**config.mk**
```make
export PLATFORM = sky130hd
export DESIGN_NAME = response_packet_deframer
export DESIGN_NICKNAME = d
export VERILOG_FILES = /design/src/hdl/rpd_pkg.sv /design/src/hdl/response_packet_deframer.sv
export SDC_FILE = /design/constraint.sdc
export NUM_CORES = 1
export LEC_CHECK = 0
export BUFFER_PORTS_ARGS = -buffer_cell sky130_fd_sc_hd__buf_4
export CAP_MARGIN = 20
export CORE_MARGIN = 5
export CORE_UTILIZATION = 56
export CTS_BUF_LIST = sky130_fd_sc_hd__clkbuf_4 sky130_fd_sc_hd__clkbuf_8
export DETAILED_ROUTE_END_ITERATION = 8
export GPL_TIMING_DRIVEN = 0
export PLACE_DENSITY = 0.75
export SYNTH_ARGS = -nofsm -noshare
export SYNTH_HDL_FRONTEND = slang
export SYNTH_SLANG_ARGS = --single-unit
```
**constraint.sdc**
```tcl
create_clock -name clock -period 2.7 [get_ports clock]
set_input_delay 0.405 -clock clock [delete_from_list [all_inputs] [get_ports clock]]
set_output_delay 0.405 -clock clock [all_outputs]
set_load 0.1 [all_outputs]
```
**src/hdl/rpd_pkg.sv**
```systemverilog
// ----------------------------------------------------------------------------
// Response packet deframer package
// Codes, header constants and the result record shared by the deframer files.
// ----------------------------------------------------------------------------
package rpd_pkg;

   localparam logic [7:0]  HDR_FIRST  = 8'hEF;
   localparam logic [7:0]  HDR_SECOND = 8'h01;
   localparam logic [9:0]  ADDR_BYTES = 10'd4;
   localparam logic [15:0] LEN_MIN    = 16'd3;
   localparam int          IDX_W      = 10;
   localparam int          RSP_DATA_W = 32;

   typedef enum logic {
      OP_BYTE    = 1'b0,
      OP_TIMEOUT = 1'b1
   } op_type;

   typedef enum logic {
      KIND_PARAM = 1'b0,
      KIND_END   = 1'b1
   } kind_type;

   typedef enum logic [1:0] {
      ST_OK      = 2'd0,
      ST_CKSUM   = 2'd1,
      ST_TIMEOUT = 2'd2,
      ST_LENGTH  = 2'd3
   } status_type;

   typedef struct packed {
      kind_type         kind;
      logic [IDX_W-1:0] param_index;
      logic [7:0]       param_byte;
      logic [7:0]       confirm_code;
      status_type       status;
      logic             last;
   } rsp_type;

endpackage

```
**src/hdl/response_packet_deframer.sv**
```systemverilog
// ----------------------------------------------------------------------------
// Response packet deframer
// Hunts for 0xEF 0x01 framed response packets in a received byte stream,
// emits each parameter byte and one end-of-packet status transaction.
// ----------------------------------------------------------------------------
// Usage:
//   req channel: one transaction per received byte (req_tuser = 0) or per
//   byte-wait timeout (req_tuser = 1); the byte is in req_tdata.
//   rsp channel: zero or one transaction per request. rsp_tuser = 0 carries a
//   parameter byte and its index; rsp_tuser = 1 with rsp_tlast set closes the
//   packet with the confirmation code and status (ok, checksum error,
//   timeout abort, length error).
//   Output: each result is registered before it appears on rsp.
//   Throughput: one request per cycle while req_tready is high; the frame
//   state is updated in the accept cycle; that update is the only loop.
//   Stall: a two-entry output (result register plus skid register) lets one
//   more request in while a result waits; req_tready drops only while the
//   skid register is full.
//   Reset: synchronous, active high; clears frame state to the header hunt
//   and empties both output registers.
// ----------------------------------------------------------------------------
module response_packet_deframer #(
   parameter int MAX_PACKET_BYTES = 128
) (
   input  logic        clock,
   input  logic        reset,
   input  logic        req_tvalid,
   output logic        req_tready,
   input  logic [7:0]  req_tdata,   // [7:0] rx_byte
   input  logic        req_tuser,   // [0] operation
   output logic        rsp_tvalid,
   input  logic        rsp_tready,
   output logic [31:0] rsp_tdata,   // [9:0] param_index, [17:10] param_byte,
                                    // [25:18] confirm_code, [27:26] status,
                                    // [31:28] zero
   output logic        rsp_tuser,   // [0] kind
   output logic        rsp_tlast    // [0] last
);

   localparam logic [15:0] MaxLen = 16'(MAX_PACKET_BYTES - 9);

   typedef enum logic [3:0] {
      PH_HUNT1,
      PH_HUNT2,
      PH_ADDR,
      PH_PID,
      PH_LENH,
      PH_LENL,
      PH_CONF,
      PH_PARAM,
      PH_CKH,
      PH_CKL
   } phase_type;

   phase_type          phase_ff, phase_in;
   logic [9:0]         cnt_ff, cnt_in;
   logic [15:0]        len_ff, len_in;
   logic [15:0]        sum_ff, sum_in;
   logic [7:0]         conf_ff, conf_in;
   logic [7:0]         ckh_ff, ckh_in;

   logic               out_valid_ff, out_valid_in;
   rpd_pkg::rsp_type   out_ff, out_in;
   logic               skid_valid_ff, skid_valid_in;
   rpd_pkg::rsp_type   skid_ff, skid_in;

   logic               req_fire;
   logic               res_fire;
   rpd_pkg::rsp_type   res;
   logic [7:0]         rx;
   logic [15:0]        len_full;
   logic [9:0]         cnt_next;

   assign req_tready = !skid_valid_ff;
   assign req_fire   = req_tvalid && req_tready;
   assign rx         = req_tdata;
   assign len_full   = {len_ff[15:8], rx};
   assign cnt_next   = cnt_ff + 10'd1;

   always_comb begin
      phase_in = phase_ff;
      cnt_in   = cnt_ff;
      len_in   = len_ff;
      sum_in   = sum_ff;
      conf_in  = conf_ff;
      ckh_in   = ckh_ff;
      res_fire = 1'b0;
      res      = '0;
      if (req_fire) begin
         if (rpd_pkg::op_type'(req_tuser) == rpd_pkg::OP_TIMEOUT) begin
            if (phase_ff != PH_HUNT1) begin
               res_fire         = 1'b1;
               res.kind         = rpd_pkg::KIND_END;
               res.confirm_code = conf_ff;
               res.status       = rpd_pkg::ST_TIMEOUT;
               res.last         = 1'b1;
               phase_in         = PH_HUNT1;
            end
         end else begin
            case (phase_ff)
               PH_HUNT1: begin
                  if (rx == rpd_pkg::HDR_FIRST) phase_in = PH_HUNT2;
               end
               PH_HUNT2: begin
                  if (rx == rpd_pkg::HDR_SECOND) begin
                     phase_in = PH_ADDR;
                     cnt_in   = '0;
                     conf_in  = '0;
                  end else if (rx != rpd_pkg::HDR_FIRST) begin
                     phase_in = PH_HUNT1;
                  end
               end
               PH_ADDR: begin
                  cnt_in = cnt_next;
                  if (cnt_next >= rpd_pkg::ADDR_BYTES) phase_in = PH_PID;
               end
               PH_PID: begin
                  sum_in   = {8'd0, rx};
                  phase_in = PH_LENH;
               end
               PH_LENH: begin
                  sum_in   = sum_ff + {8'd0, rx};
                  len_in   = {rx, 8'd0};
                  phase_in = PH_LENL;
               end
               PH_LENL: begin
                  sum_in = sum_ff + {8'd0, rx};
                  len_in = len_full;
                  if (len_full < rpd_pkg::LEN_MIN || len_full > MaxLen) begin
                     res_fire   = 1'b1;
                     res.kind   = rpd_pkg::KIND_END;
                     res.status = rpd_pkg::ST_LENGTH;
                     res.last   = 1'b1;
                     phase_in   = PH_HUNT1;
                  end else begin
                     phase_in = PH_CONF;
                  end
               end
               PH_CONF: begin
                  sum_in   = sum_ff + {8'd0, rx};
                  conf_in  = rx;
                  cnt_in   = '0;
                  phase_in = (len_ff == rpd_pkg::LEN_MIN) ? PH_CKH : PH_PARAM;
               end
               PH_PARAM: begin
                  sum_in           = sum_ff + {8'd0, rx};
                  res_fire         = 1'b1;
                  res.kind         = rpd_pkg::KIND_PARAM;
                  res.param_index  = cnt_ff;
                  res.param_byte   = rx;
                  res.confirm_code = conf_ff;
                  res.status       = rpd_pkg::ST_OK;
                  cnt_in           = cnt_next;
                  if ({6'd0, cnt_next} >= len_ff - rpd_pkg::LEN_MIN) phase_in = PH_CKH;
               end
               PH_CKH: begin
                  ckh_in   = rx;
                  phase_in = PH_CKL;
               end
               PH_CKL: begin
                  res_fire         = 1'b1;
                  res.kind         = rpd_pkg::KIND_END;
                  res.confirm_code = conf_ff;
                  res.status       = ({ckh_ff, rx} == sum_ff) ? rpd_pkg::ST_OK
                                                              : rpd_pkg::ST_CKSUM;
                  res.last         = 1'b1;
                  phase_in         = PH_HUNT1;
               end
               default: begin
                  phase_in = PH_HUNT1;
               end
            endcase
         end
      end
   end

   // output register with one skid entry behind it
   always_comb begin
      out_valid_in  = out_valid_ff;
      out_in        = out_ff;
      skid_valid_in = skid_valid_ff;
      skid_in       = skid_ff;
      if (!out_valid_ff || rsp_tready) begin
         if (skid_valid_ff) begin
            out_valid_in  = 1'b1;
            out_in        = skid_ff;
            skid_valid_in = 1'b0;
         end else begin
            out_valid_in = res_fire;
            out_in       = res;
         end
      end else if (res_fire) begin
         skid_valid_in = 1'b1;
         skid_in       = res;
      end
   end

   always_ff @(posedge clock) begin
      if (reset) begin
         phase_ff      <= PH_HUNT1;
         cnt_ff        <= '0;
         len_ff        <= '0;
         sum_ff        <= '0;
         conf_ff       <= '0;
         ckh_ff        <= '0;
         out_valid_ff  <= 1'b0;
         skid_valid_ff <= 1'b0;
      end else begin
         phase_ff      <= phase_in;
         cnt_ff        <= cnt_in;
         len_ff        <= len_in;
         sum_ff        <= sum_in;
         conf_ff       <= conf_in;
         ckh_ff        <= ckh_in;
         out_valid_ff  <= out_valid_in;
         skid_valid_ff <= skid_valid_in;
         out_ff        <= out_in;
         skid_ff       <= skid_in;
      end
   end

   assign rsp_tvalid = out_valid_ff;
   assign rsp_tdata  = {4'd0, out_ff.status, out_ff.confirm_code, out_ff.param_byte,
                        out_ff.param_index};
   assign rsp_tuser  = out_ff.kind;
   assign rsp_tlast  = out_ff.last;

endmodule

```
==> flow_metrics.tcl, run 1 <==
set metrics [dict create \
    grt_pass1_wl_um 26000 \
    synth_seq_cells 122 \
    worstMarginPinSlew_ns 0.784 \
    yosys.area.top_type_share_pct 27.6 \
    dieArea_sq_um 13500 \
    via_per_inst 6.07 \
    setup_slack_ns -0.266 \
    power.switching_mw 1.01 \
    critical_path_required_ns 3.02 \
    cp_max_fo 3 \
    reg2reg_slack_ns -0.27 \
    synthFlopType "dfxtp_1" \
    io_pins 49 \
    start_kind "register" \
    status "complete, but fails checks" \
    overflow 0 \
    cp_top_family "compound AO/OA/AOI/OAI gates" \
    yosysSeqAreaShare_pct 47.9 \
    rsz0062_at_grt "true" \
    drive_gt1_share_pct 18.4 \
    synth.cell_area_sq_um 6310 \
    dp_hpwl_um 11100 \
    cap_violations 0 \
    io_buffers 44 \
    layout.nets 763 \
    p_leak_nw 3.07 \
    antenna_found_initial 0 \
    clock_latency_ns 0.43 \
    cp-end-kind "register" \
    clkPwrFrac_pct 42.9 \
    multi_input_area_sq_um 3110 \
    setup_viol 4 \
    dr.pass1.iters 8 \
    clockBufferDepth 2 \
    switching_share_pct 25.7 \
    finalCritPeriodShare_pct 110 \
    cellPowerDensity_nw_per_um2 529 \
    drc 0 \
    synthArstFlopShare_pct 0 \
    violations "setup timing" \
    cts_tree "done" \
    numCtsBuffers 17 \
    synth_warnings 0 \
    final_antenna_net_count 0 \
    register_area_sq_um 3030 \
    hold_start "req_tvalid" \
    yosys.cell_count.top_type "dfxtp_1" \
    utilization_pct 68.1 \
    fmax_ghz 0.337 \
    coreArea_sq_um 10900 \
    ys_types 65 \
    globalplace.congestion 0.960 \
    slowest_stage "or4_4" \
    n_antenna_cell 0 \
    critPathBufInv 0 \
    row_count 38 \
    cp_slowest_stage_delay_ns 0.56 \
    synthCells 654 \
    vias 5351 \
    grt_pass1_vias 5199 \
    htree_levels 4 \
    whs_endpoint "skid_valid_ff" \
    synth_area_leaders "edfxtp_1, dfxtp_1, ha_1, a21oi_1, a21o_1" \
    area_growth_pct 17.9 \
    seqPwrFrac_pct 49.4 \
    track_usage_pct 24.6 \
    clockRootBuffer "clkbuf_8" \
    post-route-min-period_ns 2.97 \
    clk_pin_slew_ns 0.07 \
    drt_iter0_markers 516 \
    r2r-end "phase_ff[1]" \
    slew_headroom_pct 47.5 \
    ff2ff_path_depth 11 \
    fill_cells 872 \
    placed_area_sq_um 6870 \
    finalInstanceArea_sq_um 7450 \
    vdd.ir_drop.worst_mv 0.341 \
    r2r-start "len_ff[5]" \
    path_class "reg -> reg" \
    combinationalPowerShare_pct 7.8 \
    fp.dieH_um 116 \
    start_util_pct 57.7 \
    hold_buffers 0 \
    hold_viol_final 0 \
    ys_top_cells_by_count "dfxtp_1, nor2_1, edfxtp_1" \
    synth_area_leader_cell "edfxtp_1" \
    cp.arrival_ns 3.29 \
    holdPathStages 3 \
    synth_edf_count 58 \
    wl_um 16000 \
    fin_worst_skew_ns 0.00748 \
    postSynthAreaPerCell_sq_um 9.65 \
    p_int_mw 2.93 \
    worstHoldPathType "in -> reg" \
    clock_sinks 122 \
    post_drt_wl_per_cell_um 18.1 \
    grt_max_degree 30 \
    maxSlewViolCount 0 \
    die_w_um 116 \
    path_cells "or4_4 > nor3_4 > nor3b_2 > xnor2_1 > ha_1 > o211ai_1 > a211o_1 > a221o_1 > o31ai_4 > nand2_2 > a31o_1" \
]
==> power groups by stage <==
| stage | clock (mW) | sequential [mW] | combinational, mW |
|---|---|---|---|
| after floorplan | 0 | 2.11 | 0.101 |
| after global placement | 0 | 1.99 | 0.297 |
| after detailed placement | 0 | 1.99 | 0.303 |
| after CTS | 1.69 | 1.94 | 0.303 |
| after global routing | 1.80 | 1.94 | 0.318 |
| final | 1.69 | 1.94 | 0.307 |
==> cells in the final DEF, fill, tap and decap left out, types with 5 or more instances in the layout <==
| cell | instances |
|---|---|
| a211o_1 | 5 |
| a21o_1 | 31 |
| a21oi_1 | 47 |
| a22oi_1 | 9 |
| a31oi_1 | 9 |
| and2_1 | 28 |
| and3_1 | 6 |
| buf_4 | 60 |
| clkbuf_1 | 28 |
| clkbuf_8 | 23 |
| dfxtp_1 | 58 |
| dfxtp_2 | 5 |
| edfxtp_1 | 58 |
| ha_1 | 19 |
| inv_1 | 13 |
| mux2i_1 | 8 |
| nand2_1 | 47 |
| nand2b_1 | 7 |
| nand3_1 | 32 |
| nand4_1 | 7 |
| nor2_1 | 57 |
| nor2b_1 | 8 |
| nor3_1 | 9 |
| nor4_1 | 7 |
| o211ai_1 | 8 |
| o21a_1 | 5 |
| o21ai_0 | 16 |
| or3_1 | 8 |
| or4_1 | 6 |
| xnor2_1 | 17 |
| xor2_1 | 10 |
==> worst register-to-register path, stage by stage, from the launching register on <==
cell and delay [ns]:
dfxtp_2 0.33, or4_4 0.56, nor3_4 0.14, nor3b_2 0.21
xnor2_1 0.09, ha_1 0.30, o211ai_1 0.10, a211o_1 0.28
a221o_1 0.30, o31ai_4 0.22, nand2_2 0.12, a31o_1 0.23
==> logic make-up (layout without fill, tap and decap cells) <==
logic type	Yosys count	after routing	share of synthesized area [%]
and+or+nand+nor	252	252	20.7
AOI/OAI and AO/OA	160	160	17.0
xor gates and xnor gates	30	30	4.16
muxes	8	8	1.27
buffers and inverters	59	143	4.36
adders and majority gates	22	22	4.48
other	1	4	0.0594
DFF	122	122	47.9
==> state kept, by name, indices dropped and copies added, names as in the netlist <==
register	flops
rsp_tdata	28
rsp_tuser	1
cnt_ff	10
sum_ff	16
skid_ff	29
ckh_ff	8
skid_valid_ff	1
conf_ff	8
len_ff	16
phase_ff	4
rsp_tvalid	1
==> layout make-up <==
class / count / share of cell area, %
Tap cell: 140 / 2.35
Inverter: 13 / 0.655
Timing Repair Buffer: 55 / 5.65
Clock inverter: 14 / 2.27
Buffer: 43 / 3.31
Sequential cell: 122 / 40.7
Multi-Input combinational cell: 476 / 41.8
Clock buffer: 18 / 3.24
==> how the worst max path moves through the flow <==
| stage | from | to | depth (start not counted) |
|---|---|---|---|
| final | len_ff[5] | phase_ff[1] | 11 |
| after global routing | len_ff[3] | phase_ff[1] | 11 |
| after CTS | len_ff[5] | phase_ff[1] | 11 |
| after detailed placement | cnt_ff[1] | phase_ff[1] | 12 |
| after global placement | cnt_ff[1] | phase_ff[1] | 12 |
| after floorplan | len_ff[5] | phase_ff[1] | 11 |
==> through the flow <==
step	cells	power, mW	setup TNS [ns]	hold WS (ns)	worst slack, ns
6_report	881	3.94	-0.911	0.302	-0.266
5_1_grt	881	4.07	-1.33	0.299	-0.366
4_1_cts	881	3.94	-0.663	0.291	-0.234
3_5_place_dp	842	2.29	-15.69	0.449	-0.456
3_3_place_gp	841	2.28	-23.95	0.441	-0.414
2_1_floorplan	657	2.21	-0.121	0.431	-0.0933
==> layer usage <==
metal	GRT usage, %	routed length [um]
met1	32.3	6940
met2	40.7	7430
met3	4.56	1140
met4	9.59	443
met5	0	0
==> repair_timing <==
item / 4_1_cts / 5_1_grt
buffers inserted: 9 / 1
cloned: 0 / 0
gates resized for setup: 18 / 7
setup endpoints to repair: 4 / 64
pin swaps: 3 / 1
No activity file was read; power rests on OpenSTA's default activity.
==> inputs of run 2 (changes only) <==
--- a/config.mk
+++ b/config.mk
@@ -7,6 +7,7 @@
 export LEC_CHECK = 0
 export BUFFER_PORTS_ARGS = -buffer_cell sky130_fd_sc_hd__buf_4
 export CAP_MARGIN = 20
+export CORE_ASPECT_RATIO = 1.4
 export CORE_MARGIN = 5
 export CORE_UTILIZATION = 56
 export CTS_BUF_LIST = sky130_fd_sc_hd__clkbuf_4 sky130_fd_sc_hd__clkbuf_8
==> flow_metrics.tcl, run 2 (synthesis results as in run 1) <==
set metrics [dict create \
    final_common_cell "buf_4" \
    drc 0 \
    setup_slack_ns -0.191 \
    total_power_mw 3.96 \
    grt_pass1_vias 5218 \
    slew_headroom_pct 54.7 \
    worstMarginPinSlew_ns 0.676 \
    cp-end-kind "register" \
    violations "setup timing" \
    overflow 0 \
    post_drt_wl_per_cell_um 17.6 \
    post-route-min-period_ns 2.89 \
    fill_cells 926 \
    grt_max_degree 30 \
    startpoint "len_ff[5]" \
    cp.arrival_ns 3.21 \
    clockBufferDepth 2 \
    largest_register_ffs 29 \
    vdd.ir_drop.worst_mv 0.300 \
    regMostFlops "skid_ff" \
    clock_latency_ns 0.43 \
    drt_iter0_markers 414 \
    wl_um 15600 \
    path_class "reg -> reg" \
    rsz0062_at_grt "true" \
    final_cell_mix "buf_4, nor2_1, dfxtp_1, edfxtp_1, nand2_1" \
    cp_max_fo 3 \
    critical_path_required_ns 3.02 \
    dp_hpwl_um 11200 \
    fmax_ghz 0.346 \
    globalplace.congestion 0.945 \
    fp.dieH_um 136 \
    path_cells "or4_4 > nor3_4 > nor3b_2 > xnor2_1 > ha_1 > a21oi_1 > a211o_1 > a221o_1 > o31ai_4 > nand2_2 > a31o_1" \
    start_kind "register" \
    r2r-end "phase_ff[1]" \
    clockRootBuffer "clkbuf_8" \
    io_pins 49 \
    critPathBufInv 0 \
    vias 5325 \
    ff2ff_path_depth 11 \
    n_antenna_cell 0 \
    grt_pass1_wl_um 25700 \
    dr.pass1.iters 5 \
    reg2reg_slack_ns -0.19 \
    finalCritPeriodShare_pct 107 \
    io_buffers 44 \
    track_usage_pct 24.0 \
    fin_cells 886 \
    dieArea_sq_um 13500 \
    clock_sinks 122 \
    layout.nets 764 \
    cp_slowest_stage_delay_ns 0.55 \
    row_count 46 \
    cellPowerDensity_nw_per_um2 532 \
    start_util_pct 56.5 \
    hold_buffers 0 \
    whs_ns 0.301 \
    htree_levels 4 \
    place_inst 847 \
    cap_violations 0 \
    crit_end "phase_ff[1]" \
    drive_gt1_share_pct 18.2 \
    status "complete, but fails checks" \
    area_growth_pct 18.0 \
    hold_start "reset" \
    worstHoldPathType "in -> reg" \
    final_antenna_net_count 0 \
    clk_pin_slew_ns 0.07 \
    slowest_stage "or4_4" \
    path_depth 11 \
    fin_worst_skew_ns 0.0176 \
    antenna_found_initial 0 \
    via_per_inst 6.01 \
    p_leak_nw 3.08 \
    hold_viol_final 0 \
    numCtsBuffers 17 \
    cp_top_family "compound AO/OA/AOI/OAI gates" \
    maxSlewViolCount 0 \
    r2r-start "len_ff[5]" \
    die_w_um 99.7 \
    coreArea_sq_um 11200 \
    cts_tree "done" \
    setup_viol 4 \
]
[run 2: worst min-delay path: cells and delay by family]
family                 cells  cell delay (ns)
AND/OR/NAND/NOR            2             0.16
buffers and inverters      1             0.12
[run 2: what timing repair did]
item,4_1_cts,5_1_grt
resized for setup,19,2
setup endpoints to repair,4,50
pin swaps,4,1
buffers inserted,11,0
[run 2: power by group]
| group | leakage, nW | total, mW | switching [mW] | internal, mW |
|---|---|---|---|---|
| clock network | 0.210 | 1.71 | 0.756 | 0.955 |
| logic | 1.81 | 0.305 | 0.242 | 0.0632 |
| registers | 1.06 | 1.94 | 0.00461 | 1.94 |
| total | 3.08 | 3.96 | 1.00 | 2.96 |
[run 2: layer usage]
metal	routed length [um]	vias to the layer above	share of wire, %	track usage (%)
met3	990	69	6.4	4.07
met4	781	0	5.0	13.1
met5	0	-	0	0
li1	-	2542	-	-
met2	7850	210	50	41.3
met1	5970	2504	38	28.2
[run 2: final cells by class]
| cell class | instances | area, sq um | area share (%) |
|---|---|---|---|
| Inverter | 13 | 48.8 | 0.655 |
| Timing Repair Buffer | 57 | 433 | 5.81 |
| Clock buffer | 19 | 255 | 3.43 |
| Clock inverter | 13 | 168 | 2.25 |
| Tap cell | 144 | 180 | 2.42 |
| Buffer | 42 | 243 | 3.26 |
| Multi-Input combinational cell | 476 | 3090 | 41.5 |
| Sequential cell | 122 | 3030 | 40.7 |
[run 2: how the worst min path moves through the flow]
stage | cells past startpoint | endpoint | slack [ns]
detailed placement | 2 | len_ff[13] | 0.46
global placement | 2 | len_ff[15] | 0.44
floorplan | 2 | len_ff[14] | 0.43
finish | 3 | skid_valid_ff | 0.30
CTS | 3 | skid_valid_ff | 0.27
global route | 3 | skid_valid_ff | 0.29
[run 2: through the flow]
stage                     TNS [ns]  util [%]  instance area [sq um]  setup slack, ns
after global placement      -29.93      61.4                   6860           -0.449
after global routing         -1.20      66.7                   7450           -0.354
after detailed placement    -16.91      61.6                   6880           -0.444
after floorplan             -0.121         -                   6350          -0.0933
after CTS                   -0.490      66.7                   7450           -0.183
final                       -0.507      66.7                   7450           -0.191
